File: src/hw/rtl/assert_macros.svh
// Assertion macros shared by the RTL files.
// Each macro assumes a clock named clk and an active-low reset named rst_n.
`ifndef ASSERT_MACROS_SVH
`define ASSERT_MACROS_SVH

`ifndef ASSERT_OFF

// The condition must never hold outside reset.
`define ASSERT_NEVER(lbl, cond) \
    lbl: assert property (@(posedge clk) disable iff (!rst_n) !(cond)) \
        else $error("assertion failed");

// The antecedent implies the consequent in the same cycle.
`define ASSERT_IMPLY(lbl, ante, cons) \
    lbl: assert property (@(posedge clk) disable iff (!rst_n) (ante) |-> (cons)) \
        else $error("assertion failed");

// The antecedent implies the consequent in the next cycle.
`define ASSERT_NEXT(lbl, ante, cons) \
    lbl: assert property (@(posedge clk) disable iff (!rst_n) (ante) |=> (cons)) \
        else $error("assertion failed");

`else

`define ASSERT_NEVER(lbl, cond)
`define ASSERT_IMPLY(lbl, ante, cons)
`define ASSERT_NEXT(lbl, ante, cons)

`endif

`endif

File: src/hw/rtl/mvn_pkg.sv
package mvn_pkg;

    localparam int IDX_W  = 10;
    localparam int POS_W  = 16;
    localparam int SUM_W  = 48;
    localparam int NRM_W  = 16;

    // Full-scale value of a unit component in Q1.14.
    localparam logic [14:0] UNIT_Q = 15'd16384;

    // Saturation limits of a normal sum, sign-extended to 64 bits.
    localparam logic signed [63:0] SUM_MAX = 64'sh0000_7FFF_FFFF_FFFF;
    localparam logic signed [63:0] SUM_MIN = -64'sh0000_8000_0000_0000;

    // Result status codes.
    localparam logic [1:0] STATUS_OK       = 2'd0;
    localparam logic [1:0] STATUS_ZERO_LEN = 2'd1;
    localparam logic [1:0] STATUS_SAT      = 2'd2;

    typedef enum logic [1:0] {
        OP_LOAD     = 2'd0,
        OP_TRIANGLE = 2'd1,
        OP_READ     = 2'd2,
        OP_NONE     = 2'd3
    } op_t;

    // What the back end has to do with a queued item.
    typedef enum logic [2:0] {
        KIND_LOAD,
        KIND_TRIANGLE,
        KIND_READ,
        KIND_ZERO_OK,
        KIND_ZERO_LEN
    } kind_t;

    typedef struct packed {
        logic [1:0]              operation;
        logic [IDX_W-1:0]        vertex_index;
        logic [IDX_W-1:0]        corner_b;
        logic [IDX_W-1:0]        corner_c;
        logic signed [POS_W-1:0] pos_x;
        logic signed [POS_W-1:0] pos_y;
        logic signed [POS_W-1:0] pos_z;
    } in_item_t;

    typedef struct packed {
        logic signed [NRM_W-1:0] normal_x;
        logic signed [NRM_W-1:0] normal_y;
        logic signed [NRM_W-1:0] normal_z;
        logic [1:0]              status;
    } out_item_t;

    typedef struct packed {
        kind_t    kind;
        in_item_t item;
    } q_entry_t;

    typedef struct packed {
        logic signed [SUM_W-1:0] x;
        logic signed [SUM_W-1:0] y;
        logic signed [SUM_W-1:0] z;
    } sum3_t;

    typedef struct packed {
        logic signed [NRM_W-1:0] nx;
        logic signed [NRM_W-1:0] ny;
        logic signed [NRM_W-1:0] nz;
        logic                    zero_len;
    } norm_res_t;

    typedef enum logic [3:0] {
        B_IDLE,
        B_LOAD,
        B_TA,
        B_TB,
        B_TC,
        B_TE,
        B_TM,
        B_TF,
        B_NRD,
        B_NWR,
        B_RD,
        B_RW,
        B_RN
    } back_state_t;

    typedef enum logic [2:0] {
        N_IDLE,
        N_SHIFT,
        N_SQUARE,
        N_SQRT,
        N_CHECK,
        N_DSET,
        N_DIV,
        N_DONE
    } norm_state_t;

endpackage

File: src/hw/rtl/mvn_front.sv
`include "assert_macros.svh"

module mvn_front #(
    parameter int VERTEX_COUNT = 1024
) (
    input  logic               clk,
    input  logic               rst_n,
    input  logic               start,
    input  mvn_pkg::in_item_t  in_item,
    output logic               busy,
    output logic               head_valid,
    output mvn_pkg::q_entry_t  head,
    input  logic               pop
);

    logic                 push;
    logic                 a_ok;
    logic                 b_ok;
    logic                 c_ok;
    mvn_pkg::kind_t       kind;
    mvn_pkg::q_entry_t    q_mem_reg [2];
    logic                 wr_ptr_reg;
    logic                 rd_ptr_reg;
    logic [1:0]           count_reg;
    logic [1:0]           count_next;

    // Range checks of the indexes against the table depth.
    assign a_ok = 17'(in_item.vertex_index) < 17'(VERTEX_COUNT);
    assign b_ok = 17'(in_item.corner_b) < 17'(VERTEX_COUNT);
    assign c_ok = 17'(in_item.corner_c) < 17'(VERTEX_COUNT);

    // Classify the beat so the back end only sees work it must carry out.
    always_comb
    begin
        unique case (mvn_pkg::op_t'(in_item.operation))
            mvn_pkg::OP_LOAD:
                kind = a_ok ? mvn_pkg::KIND_LOAD : mvn_pkg::KIND_ZERO_OK;
            mvn_pkg::OP_TRIANGLE:
                kind = (a_ok && b_ok && c_ok) ? mvn_pkg::KIND_TRIANGLE
                                              : mvn_pkg::KIND_ZERO_OK;
            mvn_pkg::OP_READ:
                kind = a_ok ? mvn_pkg::KIND_READ : mvn_pkg::KIND_ZERO_LEN;
            default:
                kind = mvn_pkg::KIND_ZERO_OK;
        endcase
    end

    // Two-entry queue toward the back end.
    assign busy       = (count_reg == 2'd2);
    assign push       = start && !busy;
    assign head_valid = (count_reg != 2'd0);
    assign head       = q_mem_reg[rd_ptr_reg];

    always_comb
    begin
        count_next = count_reg;
        if (push && !pop)
        begin
            count_next = count_reg + 2'd1;
        end
        else if (pop && !push)
        begin
            count_next = count_reg - 2'd1;
        end
    end

    always_ff @(posedge clk or negedge rst_n)
    begin
        if (!rst_n)
        begin
            wr_ptr_reg <= 1'b0;
            rd_ptr_reg <= 1'b0;
            count_reg  <= 2'd0;
        end
        else
        begin
            count_reg <= count_next;
            if (push)
            begin
                wr_ptr_reg <= !wr_ptr_reg;
            end
            if (pop)
            begin
                rd_ptr_reg <= !rd_ptr_reg;
            end
        end
    end

    // Queue payload storage.
    always_ff @(posedge clk)
    begin
        if (push)
        begin
            q_mem_reg[wr_ptr_reg] <= '{kind: kind, item: in_item};
        end
    end

    `ASSERT_NEVER(a_count_range, count_reg == 2'd3)
    `ASSERT_IMPLY(a_pop_nonempty, pop, count_reg != 2'd0)
    `ASSERT_NEXT(a_push_grows, push && !pop, count_reg == $past(count_reg) + 2'd1)

endmodule

File: config.mk
export PLATFORM = sky130hd
export DESIGN_NAME = mvn_front
export DESIGN_NICKNAME = d
export VERILOG_FILES = /design/src/hw/rtl/mvn_pkg.sv /design/src/hw/rtl/mvn_front.sv
export VERILOG_INCLUDE_DIRS = /design/src /design/src/hw/rtl
export SDC_FILE = /design/constraint.sdc
export NUM_CORES = 1
export LEC_CHECK = 0
export ABC_AREA = 1
export BUFFER_PORTS_ARGS = -buffer_cell sky130_fd_sc_hd__buf_2
export CAP_MARGIN = 10
export CORE_ASPECT_RATIO = 1.2
export CORE_MARGIN = 2
export CORE_UTILIZATION = 30
export CTS_CLUSTER_SIZE = 24
export DETAILED_ROUTE_END_ITERATION = 6
export PLACE_DENSITY = 0.51
export SYNTH_ARGS = -nofsm -noshare
export SYNTH_HDL_FRONTEND = slang
export SYNTH_SLANG_ARGS = --single-unit
File: constraint.sdc
create_clock -name clk -period 6 [get_ports clk]
set_input_delay 0.9 -clock clk [delete_from_list [all_inputs] [get_ports clk]]
set_output_delay 0.9 -clock clk [all_outputs]
set_load 0.005 [all_outputs]
# Word-level counts from Yosys, hierarchy flattened
# Memories as Yosys holds them, arrays and structs flattened.
# Cells that the tools add are included.
# word_totals
reg_bits	4
mem_bits_rw	164
in_bits	84
output_inout_bits	85
word_cells	25
memories	1
# mem_list
name	depth	width	rd	rd_clocked_by_memory_dff	wr	line	text
q_mem_reg	2	82	1	0	1	mvn_front.sv:21	mvn_pkg::q_entry_t q_mem_reg [2];
# op_classes
add_sub_neg	2
eq_ne	3
muxes	5
n_reduce_logical	11
# op_table
op	count
$pmux 2 s3	1
$logic_not 1->1	5
$eq 2x2->1 const B	2
$mux 2	2
$reduce_bool 2->1	2
$logic_and 1x1->1	3
$add 2x1->2 const B	1
$eq 2x1->1 const B	1
$logic_not 2->1	1
$mux 1	2
$sub 2x1->2 const B	1

# Depth between registers and ports, before layout
# Gate-level depths: netlist of the first run.
# depth
word_depth	7
mapped_depth	9
depth_no_buf	9

# Worst setup path before layout of the first run
# No wires, ideal clock.
# synth_path
path_type	input-to-reg
startpoint	in start
endpoint	mem q_mem_reg[1][0] (netlist name) (enable)
t_arrival_ps	4423
required_time_ps	5477
setup_slack_ps	1054
cell_stages	2
path_buffers	0
cell_sequence	o21ai_0 -> nor2_1
# synth_via
elab_chain_len	3
# synth_lines
element	line	text
from (decl)	mvn_front.sv:8	input logic start,
$logic_and 1x1->1	mvn_front.sv:50	assign push = start && !busy;
$mux 1	mvn_front.sv:92	if (push)
$mux 1 (implied by the code)	mvn_front.sv:94	q_mem_reg[wr_ptr_reg] <= '{kind: kind, item: in_item};
to (decl)	mvn_front.sv:21	
# Every way passes these cells.

==> results_dict.tcl, run 1 <==
set metrics [dict create \
    critical-path-slowest-cell "dfrtp_4" \
    first_iter_violations 121 \
    grt_max_degree 83 \
    die_width_um 138.4 \
    drt-pass1-iter-count 4 \
    final_nets 549 \
    placedCellCount 719 \
    ys_top_cells_by_area "edfxtp_1 76%, mux2_4 16%, buf_12 2.2%" \
    timing_worst_setup_path_type "flip-flop to output port" \
    seq_area_frac_synth_pct 77.26 \
    p_sw_mw 1.041 \
    h-tree-depth 4 \
    path_class_of_the_lowest_slack_min_delay_path "input port to asynchronous set/reset pin" \
    finalHoldWorstSlack_ns 0.2803 \
    clk_pin_slew_ns 0.06 \
    detail_route.drc_violations 0 \
    synthXorXnorAreaFrac_pct 0.2693 \
    cp_data_arrival_time_ns 2.72 \
    num_vias 3131 \
    preCtsSetupSlack_ns 2.786 \
    crit_path_cell_trace "buf_4, mux2_2, buf_2" \
    power.share.switching_pct 27.23 \
    cts_repair_resize_count 0 \
    type_of_destination_of_the_critical_path "output port" \
    die_height_um 165.3 \
    power.share.clock_pct 26.7 \
    final_critical_path_setup_slack_ns 2.380 \
    setup_viol 0 \
    timing.critical_path.fanout_max 55 \
    synth_compound_area_share_pct 0.07695 \
    max_cap_viol_count 0 \
    cts_tree "done" \
    postRouteWirelength_um 11450 \
    layout_min_cycle_time_ns 3.620 \
    mean_cell_area_of_the_mapped_netlist_sq_um 22.58 \
    tritoncts.num_buffers 17 \
    period_share_pct 60.34 \
    grt_pass1_vias 3370 \
    p_leak_nw 3.200 \
    number_of_nets_with_antenna_violations_after_detailed_routing 0 \
    layout-area-overhead-vs-synth_pct 24.45 \
    timing.fmax_ghz 0.2762 \
    timing.final.max_slew_violations 0 \
    family_with_the_most_delay_on_the_worst_path "flip-flops" \
    rows 59 \
    top_cell_type_s_share_of_synthesized_area_pct 75.72 \
    synthesized_net_count 373 \
    wl_per_cell_um 15.24 \
    fin_setup_tns_ns 0 \
    design.die.area_sq_um 22880 \
    cp-start-kind "flip-flop" \
    port_buffers 167 \
    post_route_cells_drive_above_1_share_pct 59.45 \
    critPathBufInv 2 \
    seq_power_share_pct 46.2 \
    synth-simple-area-share_pct 0.8080 \
    yosysWarnings 0 \
    run_status "finished clean" \
    grt_use_total_pct 10.17 \
    globalRouteOverflowTotal 0 \
    cp.required_ns 5.10 \
    p_int_mw 2.781 \
    synth_adder_area_share_pct 0.1924 \
    cts_num_sinks 168 \
    syn_inst 288 \
    clock_latency_at_the_later_pin_of_the_worst_skew_pair_ns 0.42 \
    io-pin-count 169 \
    r2r_setup_slack_ns 3.62 \
    initial_utilization_pct 30.28 \
    final-hold-violation-count 0 \
    irDropWorstVdd_v 0.0002589 \
    worst_slew_pin_slew_ns 1.105 \
    reg2reg_from "count_reg[1]" \
    postCtsHoldBufs 0 \
    synthesis.area_sq_um 6504 \
    final-instance-count-excl-fill 751 \
    cell_type_with_the_highest_aggregate_area_in_the_netlist "edfxtp_1" \
    place.gp.congestion 0.6786 \
    viasPerCell 4.169 \
    grt_setup_unrepaired "false" \
    cellPowerDensity_nw_per_um2 472.1 \
    worst-r2r-cell-count 4 \
    synthDistinctLibCells 19 \
    timing.rr.end "q_mem_reg[1][31]" \
    postCtsSetupRepairBufs 0 \
    maximum_count_of_clock_buffers_along_a_single_path 2 \
    core_area_sq_um 21480 \
    number_of_antenna_violations_at_the_first_check_in_global_routing 0 \
    cts-root-buf "clkbuf_16" \
    combPwrFrac_pct 27.1 \
    largest_reg_flops 164 \
    post-dp-hpwl_um 7374 \
    max-slew-margin-rel_pct 26.33 \
    ys_ff_latch 168 \
    muxShareOfSynthArea_pct 18.24 \
    delay_of_the_slowest_cell_on_the_worst_path_ns 1.09 \
    finClkSkew_ns 0.006895 \
    global_route_wire_length_before_repair_um 17660 \
    synth_top_family_by_area "multiplexers" \
]
[power by group through the flow]
stage                     clock (mW)  combinational, mW  sequential, mW
final                           1.02               1.03            1.77
after global routing            1.10               1.13            1.80
after CTS                       1.05               1.07            1.78
after detailed placement           0               1.07            1.81
after global placement             0               1.06            1.79
after floorplan                    0              0.845            1.70
[routing by layer]
metal / GRT usage, % / part of all wire [%] / vias to the layer above
li1: - / - / 1473
met1: 11.14 / 39 / 1533
met2: 17.48 / 52 / 109
met3: 3.950 / 6.8 / 16
met4: 4.870 / 1.9 / 0
met5: 0 / 0 / -
[layout make-up]
class / instances / area, sq um
Multi-Input combinational cell: 100 / 1285
Sequential cell: 168 / 5029
Clock buffer: 19 / 432.9
Fill cell: 2030 / 13390
Tap cell: 274 / 342.8
Timing Repair Buffer: 169 / 850.8
Clock inverter: 12 / 118.9
Inverter: 8 / 32.53
Antenna cell: 1 / 2.502
[worst reg2reg max path, cell delays in order (launching register included)]
cell	delay [ns]
dfrtp_1	0.38
inv_1	0.10
o21ai_0	0.16
nor2_4	0.49
buf_4	0.80
[metrics by stage]
| step | power, mW | utilization, % | area (sq um) |
|---|---|---|---|
| floorplan | 2.540 | - | 6504 |
| global placement | 2.854 | 35.10 | 7540 |
| detailed placement | 2.877 | 35.10 | 7540 |
| CTS | 3.904 | 37.67 | 8092 |
| global route | 4.040 | 37.67 | 8092 |
| finish | 3.821 | 37.68 | 8094 |
[how the worst max path moves through the flow]
stage	start	endpoint	slack, ns	cells past startpoint
2_1_floorplan	start	q_mem_reg[1][0]	1.05	2
3_3_place_gp	rd_ptr_reg	head[65]	2.82	3
3_5_place_dp	rd_ptr_reg	head[61]	2.79	3
4_1_cts	rd_ptr_reg	head[61]	2.32	3
5_1_grt	rd_ptr_reg	head[61]	2.23	3
6_report	rd_ptr_reg	head[62]	2.38	3
[synth_stat cells, drive strengths merged]
cell	instances
mux2	82
dfrtp	4
ha	1
nand2	8
o21ai	1
conb	1
nand4	1
nor2	3
inv	8
buf	10
clkbuf	2
xor2	1
xnor2	1
nand3	1
edfxtp	164
[cells in the final DEF, fill, tap and decap left out, types with 2 or more instances in the layout]
cell type   instances
inv_6               4
edfxtp_1          164
inv_1               7
clkbuf_16          17
clkinvlp_4          6
buf_2             167
mux2_2             12
buf_4               2
nor2_1              2
nand2_1             8
dfrtp_1             3
clkbuf_1            2
mux2_4             70
[kinds of logic (layout without fill, tap and decap cells)]
family                   Yosys count  count (layout)
multiplexers                      82              82
buffers and inverters             20             208
adder cells (fa/ha/maj)            1               1
flip-flops                       168             168
AO/OA/AOI/OAI                      1               1
other                              1               2
AND/OR/NAND/NOR                   13              13
XOR/XNOR                           2               2
No activity file was read; power rests on OpenSTA's default activity.
==> run 2: changes to the inputs <==
clock period = 3.4 ns   (was 6 ns; I/O delays follow)
==> results_dict.tcl, run 2 (synthesis results as in run 1) <==
set metrics [dict create \
    final-hold-violation-count 0 \
    post-dp-hpwl_um 7496 \
    grt_pass1_vias 3359 \
    p_int_mw 4.853 \
    clock_latency_at_the_later_pin_of_the_worst_skew_pair_ns 0.42 \
    die_height_um 165.3 \
    cp.required_ns 2.89 \
    final-instance-count-excl-fill 755 \
    global_route_wire_length_before_repair_um 17290 \
    post_route_cells_drive_above_1_share_pct 59.88 \
    drt-pass1-iter-count 4 \
    number_of_antenna_violations_at_the_first_check_in_global_routing 0 \
    holdCritStartpoint "in_item[29]" \
    grt_max_degree 43 \
    rows 59 \
    largest_reg_flops 164 \
    finClkSkew_ns 0.006849 \
    layout.filler_cells 2011 \
    maximum_count_of_clock_buffers_along_a_single_path 2 \
    layout_min_cycle_time_ns 2.647 \
    combPwrFrac_pct 28.8 \
    path_class_of_the_lowest_slack_min_delay_path "input port to flip-flop" \
    hold-path-cell-count 1 \
    clk_pin_slew_ns 0.07 \
    initial_utilization_pct 30.28 \
    layout.area.seq_sq_um 5029 \
    postRouteWirelength_um 11270 \
    irDropWorstVdd_v 0.0003855 \
    design.die.area_sq_um 22880 \
    grt_use_total_pct 9.877 \
    seq_power_share_pct 45.0 \
    power.share.switching_pct 27.82 \
    port_buffers 167 \
    cp_data_arrival_time_ns 2.14 \
    max-slew-margin-rel_pct 60.50 \
    detail_route.drc_violations 0 \
    wl_per_cell_um 14.93 \
    fin_setup_tns_ns 0 \
    run_status "finished clean" \
    antenna_cells 0 \
    viasPerCell 4.158 \
    p_leak_nw 3.237 \
    multi_input_comb_area_sq_um 1285 \
    placedCellCount 723 \
    cts-root-buf "clkbuf_16" \
    layout-area-overhead-vs-synth_pct 25.05 \
    power.share.clock_pct 26.2 \
    cts_tree "done" \
    timing.fmax_ghz 0.3778 \
    timing_worst_setup_path_type "flip-flop to output port" \
    max_cap_viol_count 0 \
    h-tree-depth 4 \
    r2r_setup_slack_ns 1.61 \
    final_nets 554 \
    num_vias 3139 \
    reg2reg_from "count_reg[1]" \
    worst-r2r-cell-count 6 \
    layout.cells.most_common "buf_2" \
    cp-start-kind "flip-flop" \
    number_of_nets_with_antenna_violations_after_detailed_routing 0 \
    timing.rr.end "q_mem_reg[0][38]" \
    p_sw_mw 1.870 \
    first_iter_violations 96 \
    tritoncts.num_buffers 17 \
    grt_setup_unrepaired "false" \
    die_width_um 138.4 \
    period_share_pct 77.84 \
    io-pin-count 169 \
    cts_num_sinks 168 \
    cellPowerDensity_nw_per_um2 826.7 \
    globalRouteOverflowTotal 0 \
    core_area_sq_um 21480 \
    timing.critical_path.fanout_max 32 \
    cts_repair_resize_count 0 \
    setup_viol 0 \
    place.gp.congestion 0.6822 \
    final_cell_mix "167 x buf_2, 164 x edfxtp_1, 70 x mux2_4" \
    worst_hold_path.endpoint "q_mem_reg[1][29]" \
    type_of_destination_of_the_critical_path "output port" \
    worst_slew_pin_slew_ns 0.5926 \
    timing.final.max_slew_violations 0 \
]
## run 2: cell types whose count changed in the layout (fill, tap and decap cells not counted), moves of 2 or more
cell,delta
clkinv_4,+2
clkinvlp_4,-3
clkbuf_1,-2
inv_6,+2
buf_4,+3
## run 2: metal layers
metal	wire, um	GRT usage [%]	up-vias	share of wire (%)
met3	784	3.979	10	7.0
met2	5801	16.56	114	51
li1	-	-	1473	-
met1	4522	11.23	1542	40
met4	162	4.314	0	1.4
met5	0	0	-	0
## run 2: worst max-delay path, stage by stage, from the launching register on
cell     delay (ns)
dfrtp_4        0.79
buf_4          0.43
mux2_4         0.34
buf_2          0.12
## run 2: layout make-up
type	instances	area share [%]
Sequential cell	168	61.83
Multi-Input combinational cell	100	15.80
Timing Repair Buffer	174	11.11
Clock buffer	17	5.231
Tap cell	274	4.215
Clock inverter	14	1.431
Inverter	8	0.3846
## run 2: power by group through the flow
stage | Clock (mW) | Sequential, mW | Combinational, mW
after global placement | 0 | 3.07 | 1.96
after global routing | 1.92 | 3.08 | 2.11
after detailed placement | 0 | 3.08 | 1.99
after CTS | 1.83 | 3.04 | 2.00
final | 1.76 | 3.03 | 1.93
after floorplan | 0 | 2.98 | 1.49
## run 2: metrics by stage
stage | cell area (sq um) | setup slack (ns) | util [%] | power [mW] | hold slack, ns
3_5_place_dp | 7581 | 1.161 | 35.29 | 5.069 | 0.3280
6_report | 8133 | 0.7534 | 37.86 | 6.724 | 0.2784
3_3_place_gp | 7581 | 1.199 | 35.29 | 5.025 | 0.3235
4_1_cts | 8133 | 0.6993 | 37.86 | 6.868 | 0.2478
5_1_grt | 8133 | 0.6275 | 37.86 | 7.114 | 0.2441
2_1_floorplan | 6506 | 0.2082 | - | 4.470 | 0.2144
## run 2: worst max-delay path by stage
stage / start / endpoint / slack, ns / cells past startpoint
after floorplan: start / q_mem_reg[1][0] / 0.21 / 2
after global placement: rd_ptr_reg / head[80] / 1.20 / 3
after detailed placement: rd_ptr_reg / head[80] / 1.16 / 3
after CTS: rd_ptr_reg / head[80] / 0.70 / 3
after global routing: rd_ptr_reg / head[69] / 0.63 / 3
final: rd_ptr_reg / head[80] / 0.75 / 3
## run 2: timing repair
action                                  4_1_cts  5_1_grt
endpoints found under the hold margin         4        0
endpoints found under the setup margin        0        0
buffers inserted                              0        0
hold buffers                                  1        0
